===== src/hw/rtl/assert_macros.svh =====
// Assertion macros used by the top level of the deframer.
`ifndef ASSERT_MACROS_SVH
`define ASSERT_MACROS_SVH
`ifndef ASSERT_OFF
`define ASSERT_IMPLIES(label, clk, rst, ante, cons) \
   label: assert property (@(posedge clk) disable iff (rst) (ante) |-> (cons)) \
      else $error("implication check failed");
`define ASSERT_NEXT(label, clk, rst, ante, cons) \
   label: assert property (@(posedge clk) disable iff (rst) (ante) |=> (cons)) \
      else $error("next-cycle check failed");
`else
`define ASSERT_IMPLIES(label, clk, rst, ante, cons)
`define ASSERT_NEXT(label, clk, rst, ante, cons)
`endif
`endif


===== src/hw/rtl/cpd_pkg.sv =====
// Types, character codes and digit decoding for the packet deframer.
`timescale 1ns / 1ps
package cpd_pkg;

   localparam logic [7:0] StartMark = 8'h24;
   localparam logic [7:0] EndMark   = 8'h23;
   localparam logic [7:0] CharNine  = 8'h39;
   localparam logic [7:0] CharZero  = 8'h30;
   localparam logic [7:0] CharLowA  = 8'h61;

   typedef struct packed {
      logic       valid;
      logic [7:0] rx_byte;
   } in_beat_type;

   typedef struct packed {
      logic [7:0] payload_byte;
      logic       packet_end;
      logic       checksum_ok;
   } result_type;

   function automatic logic [7:0] decode_digit(input logic [7:0] c);
      logic [7:0] val;
      if (c > CharNine) begin
         val = c - CharLowA + 8'd10;
      end else begin
         val = c - CharZero;
      end
      return val;
   endfunction

endpackage


===== src/hw/rtl/checksummed_packet_deframer_top.sv =====
// Top level of the checksummed packet deframer.
//   channel | direction | beat contents
//   req_    | in        | rx_byte[7:0]
//   rsp_    | out       | payload_byte[7:0], packet_end, checksum_ok
// One byte per cycle sustained while rsp_ready stays high; each byte is registered in the
// input register, and its result, if any, in the result register around the parser.
// Reset (synchronous, active high) empties both registers and returns to hunting for '$'.
// A stalled rsp_ holds the result register; the input register then fills and
// req_ready drops until the result beat is taken.
`timescale 1ns / 1ps
`include "assert_macros.svh"
module checksummed_packet_deframer_top (
   input  logic       clock,
   input  logic       reset,
   input  logic       req_valid,
   output logic       req_ready,
   input  logic [7:0] req_rx_byte,
   output logic       rsp_valid,
   input  logic       rsp_ready,
   output logic [7:0] rsp_payload_byte,
   output logic       rsp_packet_end,
   output logic       rsp_checksum_ok
);

   cpd_pkg::in_beat_type beat;
   cpd_pkg::result_type  res;
   logic                 res_valid;
   logic                 advance;

   cpd_in_reg u_in_reg (
      .clock       (clock),
      .reset       (reset),
      .req_valid   (req_valid),
      .req_ready   (req_ready),
      .req_rx_byte (req_rx_byte),
      .advance     (advance),
      .beat        (beat)
   );

   cpd_parse u_parse (
      .clock     (clock),
      .reset     (reset),
      .beat      (beat),
      .advance   (advance),
      .res_valid (res_valid),
      .res       (res)
   );

   cpd_out_reg u_out_reg (
      .clock            (clock),
      .reset            (reset),
      .res_valid        (res_valid),
      .res              (res),
      .advance          (advance),
      .rsp_valid        (rsp_valid),
      .rsp_ready        (rsp_ready),
      .rsp_payload_byte (rsp_payload_byte),
      .rsp_packet_end   (rsp_packet_end),
      .rsp_checksum_ok  (rsp_checksum_ok)
   );

   `ASSERT_IMPLIES(a_stall, clock, reset, !req_ready, beat.valid && rsp_valid && !rsp_ready)
   `ASSERT_NEXT(a_accept_fills, clock, reset, req_valid && req_ready, beat.valid)
   `ASSERT_IMPLIES(a_end_zero, clock, reset, rsp_valid && rsp_packet_end, rsp_payload_byte == 8'd0)
   `ASSERT_IMPLIES(a_data_no_ok, clock, reset, rsp_valid && !rsp_packet_end, !rsp_checksum_ok)

endmodule


===== src/hw/rtl/cpd_in_reg.sv =====
// Input register stage: holds one received beat until the parser advances.
`timescale 1ns / 1ps
module cpd_in_reg (
   input  logic                 clock,
   input  logic                 reset,
   input  logic                 req_valid,
   output logic                 req_ready,
   input  logic [7:0]           req_rx_byte,
   input  logic                 advance,
   output cpd_pkg::in_beat_type beat
);

   logic       valid_ff, valid_in;
   logic [7:0] byte_ff, byte_in;

   assign req_ready = !valid_ff || advance;

   always_comb begin
      valid_in = valid_ff;
      byte_in  = byte_ff;
      if (req_ready) begin
         valid_in = req_valid;
      end
      if (req_ready && req_valid) begin
         byte_in = req_rx_byte;
      end
   end

   always_ff @(posedge clock) begin
      if (reset) begin
         valid_ff <= 1'b0;
      end else begin
         valid_ff <= valid_in;
      end
   end

   always_ff @(posedge clock) begin
      byte_ff <= byte_in;
   end

   assign beat.valid   = valid_ff;
   assign beat.rx_byte = byte_ff;

endmodule


===== src/hw/rtl/cpd_parse.sv =====
// Framing state machine: hunts for start, sums payload, checks the hex checksum.
`timescale 1ns / 1ps
module cpd_parse (
   input  logic                 clock,
   input  logic                 reset,
   input  cpd_pkg::in_beat_type beat,
   input  logic                 advance,
   output logic                 res_valid,
   output cpd_pkg::result_type  res
);

   typedef enum logic [1:0] {
      PH_HUNT   = 2'd0,
      PH_DATA   = 2'd1,
      PH_CHK_HI = 2'd2,
      PH_CHK_LO = 2'd3
   } phase_type;

   phase_type  phase_ff, phase_in;
   logic [7:0] sum_ff, sum_in;
   logic [7:0] high_ff, high_in;
   logic [7:0] digit;
   logic [7:0] expected;
   logic       step;

   assign step     = beat.valid && advance;
   assign digit    = cpd_pkg::decode_digit(beat.rx_byte);
   assign expected = {high_ff[3:0], 4'b0000} | digit;

   always_comb begin
      phase_in         = phase_ff;
      sum_in           = sum_ff;
      high_in          = high_ff;
      res_valid        = 1'b0;
      res.payload_byte = 8'd0;
      res.packet_end   = 1'b0;
      res.checksum_ok  = 1'b0;
      case (phase_ff)
         PH_HUNT: begin
            if (beat.rx_byte == cpd_pkg::StartMark) begin
               sum_in   = 8'd0;
               phase_in = PH_DATA;
            end
         end
         PH_DATA: begin
            if (beat.rx_byte == cpd_pkg::EndMark) begin
               phase_in = PH_CHK_HI;
            end else begin
               sum_in           = sum_ff + beat.rx_byte;
               res_valid        = beat.valid;
               res.payload_byte = beat.rx_byte;
            end
         end
         PH_CHK_HI: begin
            high_in  = digit;
            phase_in = PH_CHK_LO;
         end
         PH_CHK_LO: begin
            res_valid       = beat.valid;
            res.packet_end  = 1'b1;
            res.checksum_ok = (expected == sum_ff);
            phase_in        = PH_HUNT;
         end
         default: begin
            phase_in = PH_HUNT;
         end
      endcase
   end

   always_ff @(posedge clock) begin
      if (reset) begin
         phase_ff <= PH_HUNT;
         sum_ff   <= 8'd0;
         high_ff  <= 8'd0;
      end else if (step) begin
         phase_ff <= phase_in;
         sum_ff   <= sum_in;
         high_ff  <= high_in;
      end
   end

endmodule


===== src/hw/rtl/cpd_out_reg.sv =====
// Result register: holds one result beat until the consumer takes it.
`timescale 1ns / 1ps
module cpd_out_reg (
   input  logic                clock,
   input  logic                reset,
   input  logic                res_valid,
   input  cpd_pkg::result_type res,
   output logic                advance,
   output logic                rsp_valid,
   input  logic                rsp_ready,
   output logic [7:0]          rsp_payload_byte,
   output logic                rsp_packet_end,
   output logic                rsp_checksum_ok
);

   logic                valid_ff, valid_in;
   cpd_pkg::result_type data_ff, data_in;

   assign advance = !valid_ff || rsp_ready;

   always_comb begin
      valid_in = valid_ff;
      data_in  = data_ff;
      if (advance) begin
         valid_in = res_valid;
         data_in  = res;
      end
   end

   always_ff @(posedge clock) begin
      if (reset) begin
         valid_ff <= 1'b0;
      end else begin
         valid_ff <= valid_in;
      end
   end

   always_ff @(posedge clock) begin
      data_ff <= data_in;
   end

   assign rsp_valid        = valid_ff;
   assign rsp_payload_byte = data_ff.payload_byte;
   assign rsp_packet_end   = data_ff.packet_end;
   assign rsp_checksum_ok  = data_ff.checksum_ok;

endmodule


===== config.mk =====
export PLATFORM = sky130hd
export DESIGN_NAME = checksummed_packet_deframer_top
export DESIGN_NICKNAME = d
export VERILOG_FILES = /design/src/hw/rtl/cpd_pkg.sv /design/src/hw/rtl/checksummed_packet_deframer_top.sv /design/src/hw/rtl/cpd_in_reg.sv /design/src/hw/rtl/cpd_parse.sv /design/src/hw/rtl/cpd_out_reg.sv
export VERILOG_INCLUDE_DIRS = /design/src /design/src/hw/rtl
export SDC_FILE = /design/constraint.sdc
export NUM_CORES = 1
export LEC_CHECK = 0
export BUFFER_PORTS_ARGS = -buffer_cell sky130_fd_sc_hd__buf_4
export CAP_MARGIN = 20
export CORE_ASPECT_RATIO = 1.4
export CORE_MARGIN = 2
export CORE_UTILIZATION = 25
export DETAILED_ROUTE_END_ITERATION = 12
export GPL_TIMING_DRIVEN = 0
export PLACE_DENSITY = 0.49
export SLEW_MARGIN = 20
export SYNTH_ARGS = -nofsm -noshare
export SYNTH_HDL_FRONTEND = slang
export SYNTH_HIERARCHICAL = 1
export SYNTH_SLANG_ARGS = --single-unit

===== constraint.sdc =====
create_clock -name clock -period 2.9 [get_ports clock]
set_input_delay 0.145 -clock clock [delete_from_list [all_inputs] [get_ports clock]]
set_output_delay 0.145 -clock clock [all_outputs]
set_load 0.01 [all_outputs]

# Yosys cells after proc, flatten, opt, wreduce, memory -nomap -nowiden
# Index checks and enable logic that the tools add are counted.
# word_totals
regBits,34
inputBits,12
out_inout_bits,12
wordCells,47
# op_classes
n_addsub,4
magnitude_cmp,1
eq_ne,9
n_mux,10
bitwise,2
n_reduce_logical,12
# op_table
operator,count
8-bit 2-to-1 mux,3
8-bit by 6-bit == test with 1-bit output (second input constant),2
8-bit case mux with 2 select lines,1
8-bit by 4-bit adder with 8-bit output (second input constant),1
8-bit adder,1
8-bit == test,1
8-bit by 6-bit greater-than comparator with 1-bit output (second input constant),1
8-bit bitwise OR,1
2-bit case mux with 4 select lines,1
8-bit by 6-bit subtractor with 8-bit output (second input constant),1
8-bit by 7-bit subtractor with 8-bit output (second input constant),1
2-bit 2-to-1 mux,3
2-bit == test (second input constant),2
2-bit by 1-bit inequality test with 1-bit output (second input constant),2
4-bit AND reduction,1
3-bit AND reduction,1
2-bit by 1-bit == test with 1-bit output (second input constant),1
1-bit logical AND,2
1-bit zero test,2
2-bit zero test,1
1-bit logical OR,2
2-bit inequality test (second input constant),1
1-bit case mux with 2 select lines,1
2-bit AND reduction,1
4 further kinds,4

# Longest topological paths before layout
# Gate-level depths: netlist (run 1).
# logic_depth
depth_word,6
ltp_mapped,9

# Modules after synthesis
# Netlist (run 1), hierarchy kept.
# modules_own_cells
mod,n_inst,cells_per_inst,area_per_inst_um2,seq_area_each_um2
cpd_parse,1,189,1519.0,280.3
cpd_out_reg,1,14,346.6,320.3
cpd_in_reg,1,14,302.8,260.2

# Worst setup path before layout (run 1)
# OpenSTA, ideal clock, no wires.
# synth_path
path_type,reg-to-reg
start,register u_in_reg.byte_ff[1]
end,"register u_out_reg.data_ff, in the netlist u_out_reg/rsp_checksum_ok, data pin"
setup_time_ps,169
t_arrival_ps,2034
required_ps,2731
slack_ps,697
stages_incl_launch_ff,10
n_path_buf,1
cell_sequence,edfxtp_1 -> inv_1 -> ha_1 -> o21bai_4 -> a311o_1 -> buf_6 -> xnor2_1 -> xnor2_1 -> o221ai_1 -> nor4b_2
# synth_via
elab_chain_cells,5
# synth_rtl
element,line_no,text
from (decl),cpd_in_reg.sv:14,"logic [7:0] byte_ff, byte_in;"
from (signal assigned),cpd_in_reg.sv:38,byte_ff <= byte_in;
8-bit by 7-bit subtractor with 8-bit output,cpd_pkg.sv:25,val = c - CharLowA + 8'd10;
8-bit by 4-bit adder with 8-bit output,cpd_pkg.sv:25,
8-bit 2-to-1 mux *,cpd_pkg.sv:24,if (c > CharNine) begin
8-bit bitwise OR *,cpd_parse.sv:28,"assign expected = {high_ff[3:0], 4'b0000} | digit;"
8-bit == test *,cpd_parse.sv:61,res.checksum_ok = (expected == sum_ff);
to (signal assigned),cpd_out_reg.sv:39,data_ff <= data_in;
to (decl),cpd_out_reg.sv:17,"cpd_pkg::result_type data_ff, data_in;"
# Every way passes the cells marked *; elsewhere a longest branch is shown, timed or not.
# A chain may end at the register's enable or synchronous reset.

# Final worst setup path (run 1)
# Same ends and word-level chain as after synthesis.

==> impl_results.md, run 1 <==
- Antenna cells: 0
- Vias per Instance: 4.773
- Flop pwr share: 42.6%
- Maximum VDD drop: about 0.0003 V
- Resize count post-CTS: 0
- Top Metal Used: met4
- Final #Nets: between 200 and 300
- DR pass1 iterations: 4
- Layout cells sized above 1: 18.55%
- Critical Path RT: approximately 3.0 ns
- Core Box Area: 8508 um2
- Vias in the first global route: 1714
- Number of buffers and inverters on the critical path: 2
- Register bit count reported by yosys: 34
- Port Buffers: 23
- Setup-failing EPs final: 0
- Hold Fails Final Rpt: 0
- Post-Route Skew: roughly 0.0033 ns
- GRT overflow: 0
- Worst Path Max Fanout: 8
- Number of flops mapped to enable cells by yosys: 18
- Post-Route M1 WL: 2.300 mm
- Met3 WL: approximately 130 um
- Final Max Slew Viols: 0
- Final WS setup: around 0.39 ns
- Max Freq: 397.9 MHz
- Pin count of the biggest net entering global routing: 15
- Worst-Skew Late Latency: 0.27 ns
- Largest buffer count on any clock path: 2
- Sequential area share after synthesis: 39.70%
- Std cell rows: 40
- Slew headroom: 61.96%
- Reg2reg path depth: 9
- Multi-input logic area: 1206 um2
- Chip Height: 114.2 um
- TNS Setup: 0 ns
- Power share of the clock group: 48.3%
- CP Class: reg -> reg
- Syn. warnings: 6
- Post-CTS Setup Repair Bufs: 0
- I/O Pins: 24
- Worst-path clk slew: 0.05 ns
- Nature of the critical path startpoint: flop
- Fin crit period: 2.513 ns
- CTS Buf Count: 5
- Status: finished, final reports clean
- Leakage: around 1.1 nW
- CP Capture Point: u_out_reg/rsp_checksum_ok
- Mapped Area: 2168 um2
- Reg-to-reg startpoint: u_in_reg/byte_ff[1]
- Layout area overhead: 21.52%
- FF+latch area: 860.8 um2
- Post-Synthesis Cells: around 220
- R2r setup slk: about 0.39 ns
- Detailed Route WL: 5.180 mm
- Max-cap violations: 0
- Initial Util: 25.49%
- Root Buffer: clkbuf_16
- Combinational Power Share: 9.1%
- Die width: approximately 83 um
- Clock Sinks: 34
- Critical Path Sink Type: flop
- Worst Setup SP: u_in_reg/byte_ff[1]
- Power Density: 470.2 nW/um2
- RSZ-0062 raised after global routing: false
- Psw: 0.2698 mW
- Mean Syn Cell Area: 9.992 um2
- Post-route ant nets: 0
- Critical-path top delay cell: edfxtp_1
- Detailed-route wire length per cell: 14.67 um
- Critical path data arrival time: 2.61 ns
- Crit Reg-Reg Endpoint: u_out_reg/rsp_checksum_ok
- Async SR Flop Fraction: 0%
- Synth cell types: 55
- CP peak stage delay: 0.53 ns
- CP Cell Sequence: inv_1 -> ha_1 -> o21bai_4 -> a311o_1 -> buf_6 -> xnor2_1 -> xnor2_1 -> o221ai_1 -> nor4b_2
- GP Congestion: 0.8355
- Die area: 9445 um2
- HPWL after detailed placement: between 3 and 4 mm
- Initial antenna violation count: 0
- Initial DRC Count: roughly 100
- Int Pwr: 0.9693 mW
- Hold-fix buffers, CTS: 0
- Fill cells: between 900 and 1000
- CTS tree: yes
- Pre-CTS setup slack: 0.3530 ns
- CP dominant cell by count: xnor2_1
- Vias after detailed routing: ~1700
- Largest delay share family, worst path: compound AO/OA/AOI/OAI gates
- Hold Path Class: in -> reg
- Synth Net Count: about 250
- DR WL met2: 2.704 mm
- Total track usage: between 10% and 20%
- First-pass GRT wire length: approximately 9 mm
- Final period util: approximately 87%
- Worst slew pin tran: 0.5706 ns
- Clock H-tree levels: 2
- Residual DRC: 0
- Ys flop type: edfxtp_1
- CP Depth: 9
- Sw Ratio: 21.77%
==> placed cells by master (no fill, tap or decap), types with 2 or more instances in the layout <==
cell and n:
xor2_1 2, a21o_1 2, ha_1 17, o211ai_1 3, dfxtp_1 16, nand3_1 9, o21a_1 3, a211oi_1 5
a21oi_2 2, buf_4 24, o21bai_1 2, clkbuf_1 5, a31oi_1 3, a21oi_1 11, clkbuf_16 5, o221ai_1 2
nor3_1 3, nor2_1 16, inv_1 17, nand3b_1 3, edfxtp_1 18, nand2_1 11, nand2b_1 3, a22oi_1 2
and2_1 8, and3_1 3, o21ai_0 7, nand2b_4 2, mux2i_1 6, xnor2_1 10
==> routing by layer <==
layer / vias to the layer above / track usage [%]
met4: 0 / 4.372
li1: 849 / -
met2: 34 / 21.99
met5: - / 0
met3: 2 / 2.366
met1: 800 / 15.23
==> logic make-up after synthesis <==
logic type      share of synthesized area [%]
xor+xnor                                4.847
buf+inv                                 4.674
simple gates                            16.73
compound gates                          20.02
fa+ha+maj                               10.73
mux                                     3.289
flops                                   39.70
==> how the worst min path moves through the flow <==
stage                          end      startpoint  depth (start not counted)  slack (ns)
6_report       u_in_reg/byte_ff[3]  req_rx_byte[3]                          1        0.05
5_1_grt        u_in_reg/byte_ff[7]  req_rx_byte[7]                          1        0.03
3_3_place_gp   u_in_reg/byte_ff[4]  req_rx_byte[4]                          1        0.32
4_1_cts        u_in_reg/byte_ff[5]  req_rx_byte[5]                          1        0.04
2_1_floorplan    u_in_reg/valid_ff           reset                          1        0.21
3_5_place_dp   u_in_reg/byte_ff[5]  req_rx_byte[5]                          1        0.32
==> power by group through the flow <==
stage | clock (mW) | sequential [mW] | combinational [mW]
2_1_floorplan | 0 | 0.531 | 0.0812
3_3_place_gp | 0 | 0.538 | 0.112
3_5_place_dp | 0 | 0.538 | 0.113
4_1_cts | 0.616 | 0.528 | 0.113
5_1_grt | 0.639 | 0.529 | 0.126
6_report | 0.598 | 0.528 | 0.113
==> registers in the layout, summed over array words and instances, names as in the netlist <==
signal                      cells
u_in_reg/byte_ff                8
u_in_reg/valid_ff               1
u_out_reg/rsp_checksum_ok       1
u_out_reg/rsp_packet_end        1
u_out_reg/rsp_payload_byte      8
u_out_reg/rsp_valid             1
u_parse/high_ff                 4
u_parse/phase_ff                2
u_parse/sum_ff                  8
==> cell type report <==
type / instances / share of cell area (%)
sequential: 34 / 32.67
clock buffer: 6 / 4.891
buffer: 7 / 1.424
clock inverter: 2 / 1.282
multi-input combinational: 159 / 45.77
inverter: 17 / 2.422
tap: 105 / 4.986
timing repair buffer: 23 / 6.553
==> Yosys cell counts, types with 2 or more instances <==
| cell type | n | share of area (%) |
|---|---|---|
| a211oi_1 | 5 | 1.7 |
| and3_1 | 3 | 0.87 |
| ha_1 | 17 | 9.8 |
| a31oi_1 | 3 | 0.87 |
| nor2_1 | 16 | 2.8 |
| nand3_1 | 9 | 2.1 |
| o21ai_0 | 7 | 1.6 |
| nand2b_1 | 3 | 0.87 |
| a21oi_1 | 11 | 2.5 |
| o221ai_1 | 2 | 0.81 |
| and2_1 | 8 | 2.3 |
| inv_1 | 17 | 2.9 |
| a21o_1 | 2 | 0.69 |
| nand3b_1 | 3 | 1.0 |
| o21bai_1 | 2 | 0.69 |
| dfxtp_1 | 16 | 15 |
| o21a_1 | 3 | 1.0 |
| mux2i_1 | 6 | 2.8 |
| nor3_1 | 3 | 0.69 |
| clkbuf_1 | 4 | 0.69 |
| a21oi_2 | 2 | 0.81 |
| xnor2_1 | 10 | 4.0 |
| o211ai_1 | 3 | 1.0 |
| edfxtp_1 | 18 | 25 |
| a22oi_1 | 2 | 0.69 |
| xor2_1 | 2 | 0.81 |
| nand2_1 | 11 | 1.9 |
| nand2b_4 | 2 | 1.3 |
==> metrics by stage <==
stage          total power, mW  std cells  util (%)  cell area [um2]  hold WS, ns
6_report                 1.239        353     30.97             2635      0.04514
5_1_grt                  1.294        353     30.97             2635      0.03379
4_1_cts                  1.257        353     30.97             2635      0.03831
3_5_place_dp            0.6508        345     29.06             2472       0.3244
3_3_place_gp            0.6505        345     29.06             2472       0.3246
2_1_floorplan           0.6123        217         -             2168       0.2074
Power figures use the tool's default switching activity.
==> run 2, diff against run 1 <==
--- a/config.mk
+++ b/config.mk
@@ -6,6 +6,7 @@
 export SDC_FILE = /design/constraint.sdc
 export NUM_CORES = 1
 export LEC_CHECK = 0
+export ABC_AREA = 1
 export BUFFER_PORTS_ARGS = -buffer_cell sky130_fd_sc_hd__buf_4
 export CAP_MARGIN = 20
 export CORE_ASPECT_RATIO = 1.4
==> impl_results.md, run 2 <==
- Synth area leaders: edfxtp_1 24%, dfxtp_1 14%, nand2_1 9.6%
- Total track usage: 11.74% (-0.88 points)
- Sequential area share after synthesis: 38.44% (-1.3 points)
- R2r setup slk: 0.67 ns (+0.28 ns)
- DR pass1 iterations: 4 (unchanged)
- Mean Syn Cell Area: 8.174 um2 (-18%)
- Hold Fails Final Rpt: 0 (unchanged)
- Worst slew pin tran: 0.7248 ns (+0.1542 ns)
- Ys flop type: edfxtp_1
- Residual DRC: 0 (unchanged)
- Initial Util: 25.87% (+0.38 points)
- Max-cap violations: 0 (unchanged)
- Async SR Flop Fraction: 0% (unchanged)
- Number of flops mapped to enable cells by yosys: 18 (unchanged)
- Commonest non-fill, non-tap cell in the layout: nand2_1
- Hold Path End: u_in_reg/byte_ff[2]
- Critical Path Sink Type: flop
- Synth Net Count: 304 (+23%)
- Reg-to-reg startpoint: u_in_reg/byte_ff[0]
- Multiplexer share of the synthesized area: 0% (-3.3 points)
- HPWL after detailed placement: 4.003 mm (+3.3%)
- CTS tree: yes
- Layout cells sized above 1: 21.97% (+3.4 points)
- Critical-path top delay cell: edfxtp_1
- First-pass GRT wire length: 8.763 mm (-0.70%)
- Initial DRC Count: 130 (+26%)
- Detailed Route WL: 5.149 mm (-0.60%)
- Reg2reg path depth: 11 (+2)
- Min-delay src: req_rx_byte[2]
- Final Max Slew Viols: 0 (unchanged)
- Pre-CTS setup slack: 0.7024 ns (+0.3494 ns)
- Layout area overhead: 20.17%
- Most frequent cells in the layout: 57 x nand2_1, 39 x inv_1, 33 x nand3_1, 25 x buf_4
- Initial antenna violation count: 0 (unchanged)
- Slew headroom: 51.68% (-10 points)
- Detailed-route wire length per cell: 12.56 um (-14%)
- Worst-path clk slew: 0.05 ns (about the same)
- Max Freq: 448.0 MHz (+13%)
- Clock Sinks: 34 (unchanged)
- Worst-Skew Late Latency: 0.28 ns (about the same)
- Flop pwr share: 44.8% (+2.2 points)
- Compound-cell area share of the yosys netlist: 12.74% (-7.3 points)
- Root Buffer: clkbuf_16
- Worst Path Max Fanout: 10 (+2)
- Port Buffers: 23 (unchanged)
- Crit Reg-Reg Endpoint: u_out_reg/rsp_checksum_ok
- Cell Count, Final, Fillers Out: 410 (+16%)
- Clock H-tree levels: 2 (unchanged)
- Std cell rows: 40 (unchanged)
- CTS Buf Count: 5 (unchanged)
- Leakage: 1.244 nW (+18%)
- Total power: 1.184 mW (-4.4%)
- Post-Synthesis Cells: 274 (+26%)
- Pin count of the biggest net entering global routing: 14 (-1)
- Final period util: 76.97% (-9.7 points)
- Fin util: 31.08% (+0.11 points)
- Biggest area consumer among synthesized cells: edfxtp_1
- RSZ-0062 raised after global routing: false
- GP Congestion: 0.8353 (about the same)
- Status: finished, final reports clean
- Synth cell types: 36 (-35%)
- Mapped Area: 2240 um2 (+3.3%)
- Final WS setup: 0.6680 ns (+0.2811 ns)
- Sw Ratio: 24.01% (+2.2 points)
- CP Class: reg -> reg
- I/O Pins: 24 (unchanged)
- Resize count post-CTS: 0 (unchanged)
- Critical Path RT: 3.04 ns (+0.04 ns)
- Psw: 0.2844 mW (+5.4%)
- Maximum VDD drop: 0.0002314 V (-23%)
- Vias per Instance: 4.495 (-5.8%)
- Post-route ant nets: 0 (unchanged)
- Hold-fix buffers, CTS: 0 (unchanged)
- TNS Setup: 0 ns (unchanged)
- Register bit count reported by yosys: 34 (unchanged)
- Fill cells: 950 (+5.3%)
- Antenna cells: 0 (unchanged)
- Fin crit period: 2.232 ns (-0.2811 ns)
- Combinational family with the most area after synthesis: simple AND/OR/NAND/NOR gates
- Largest buffer count on any clock path: 2 (unchanged)
- Post-CTS Setup Repair Bufs: 0 (unchanged)
- CP peak stage delay: 0.50 ns (-0.03 ns)
- Critical path data arrival time: 2.37 ns (-0.24 ns)
- Commonest cells post-synth: 57 x nand2_1, 39 x inv_1, 33 x nand3_1, 18 x edfxtp_1, 18 x nor2_1
- Power Density: 440.1 nW/um2 (-6.4%)
- Post-Synth XOR/XNOR Area: 1.955% (-2.9 points)
- Adder-cell area share of the yosys netlist: 10.39% (-0.34 points)
- Combinational Power Share: 9.8% (+0.7 points)
- CP Cell Sequence: inv_1 -> ha_1 -> o21ai_1 -> nand2_2 -> nand2_2 -> nand2_1 -> nand3_1 -> nand3_1 -> nor2_1 -> nand3_1 -> nor2_1
- GRT overflow: 0 (unchanged)
- Die area: 9743 um2 (+3.1%)
- Setup-failing EPs final: 0 (unchanged)
- Synth top area share: 24.13% (-0.79 points)
- Vias after detailed routing: 1843 (+9.4%)
- Placed cells: 402 (+17%)
- Nature of the critical path startpoint: flop
- Syn. warnings: 6 (unchanged)
- Synth Area in Simple Gates: 28.04% (+11 points)
- Hold path depth: 1 (unchanged)
- Power share of the clock group: 45.5% (-2.8 points)
- Die width: 84.00 um (+1.6%)
- Core Box Area: 8658 um2 (+1.8%)
- Chip Height: 116.0 um (+1.6%)
- Hold Path Class: in -> reg
- Final #Nets: 334 (+21%)
- Post-Route Skew: 0.002315 ns (-0.001022 ns)
- Vias in the first global route: 1827 (+6.6%)
- Most instantiated library cell after synthesis: nand2_1
- CP dominant cell by count: nand3_1
- Int Pwr: 0.9001 mW (-7.1%)
## run 2: cell types whose count changed after synthesis, moves of 6 or more
cell,change
and2_1,-8
nand2_2,+11
xnor2_1,-8
inv_1,+22
mux2i_1,-6
nand3_1,+24
nand2_1,+46
a21oi_2,+6
## run 2: final cells by class
type                       count  area [um2]  area share, %
multi-input combinational    194        1190          44.21
clock buffer                   7       142.6          5.300
inverter                      41       153.9          5.718
sequential                    34       860.8          31.99
buffer                         5       35.03          1.302
tap                          105       131.4          4.881
timing repair buffer          23       172.7          6.416
clock inverter                 1       5.005         0.1860
## run 2: metrics by stage
step,hold slack (ns),cell area (um2)
floorplan,0.2074,2240
global placement,0.3251,2544
detailed placement,0.3245,2544
CTS,0.03361,2691
global route,0.02980,2691
finish,0.03773,2691
## run 2: worst max-delay path by stage
stage	start	endpoint	cells past startpoint
after floorplan	u_in_reg/byte_ff[0]	u_out_reg/rsp_checksum_ok	12
final	u_in_reg/byte_ff[0]	u_out_reg/rsp_checksum_ok	11
after detailed placement	u_in_reg/byte_ff[0]	u_out_reg/rsp_checksum_ok	11
after global placement	u_in_reg/byte_ff[0]	u_out_reg/rsp_checksum_ok	11
after CTS	u_in_reg/byte_ff[0]	u_out_reg/rsp_checksum_ok	11
after global routing	u_in_reg/byte_ff[0]	u_out_reg/rsp_checksum_ok	11
## run 2: layer usage
layer	up-vias	share of wire (%)	GRT usage, %
met4	0	3.2	6.022
met1	831	42	12.86
met5	-	0	0
li1	964	-	-
met2	38	50	21.39
met3	10	5.0	2.493
## run 2: cells by family (layout without fill, tap and decap cells)
family	after synthesis	in the layout
and+or+nand+nor	132	132
buffers and inverters	46	77
AOI/OAI and AO/OA	39	39
DFF	34	34
adders and majority gates	18	18
xor gates and xnor gates	5	5
## run 2: worst max-delay path: cells and delay by family, from the launching register on
family / cells / cell delay [ns]
AOI/OAI and AO/OA: 1 / 0.16
DFF: 1 / 0.50
adders and majority gates: 1 / 0.24
and+or+nand+nor: 8 / 1.02
buffers and inverters: 1 / 0.16
## run 2: power by group through the flow
stage          combinational [mW]  clock [mW]  sequential, mW
3_3_place_gp                0.114           0           0.541
2_1_floorplan              0.0842           0           0.534
4_1_cts                     0.116       0.554           0.531
6_report                    0.116       0.538           0.530
5_1_grt                     0.133       0.571           0.532
3_5_place_dp                0.116           0           0.541
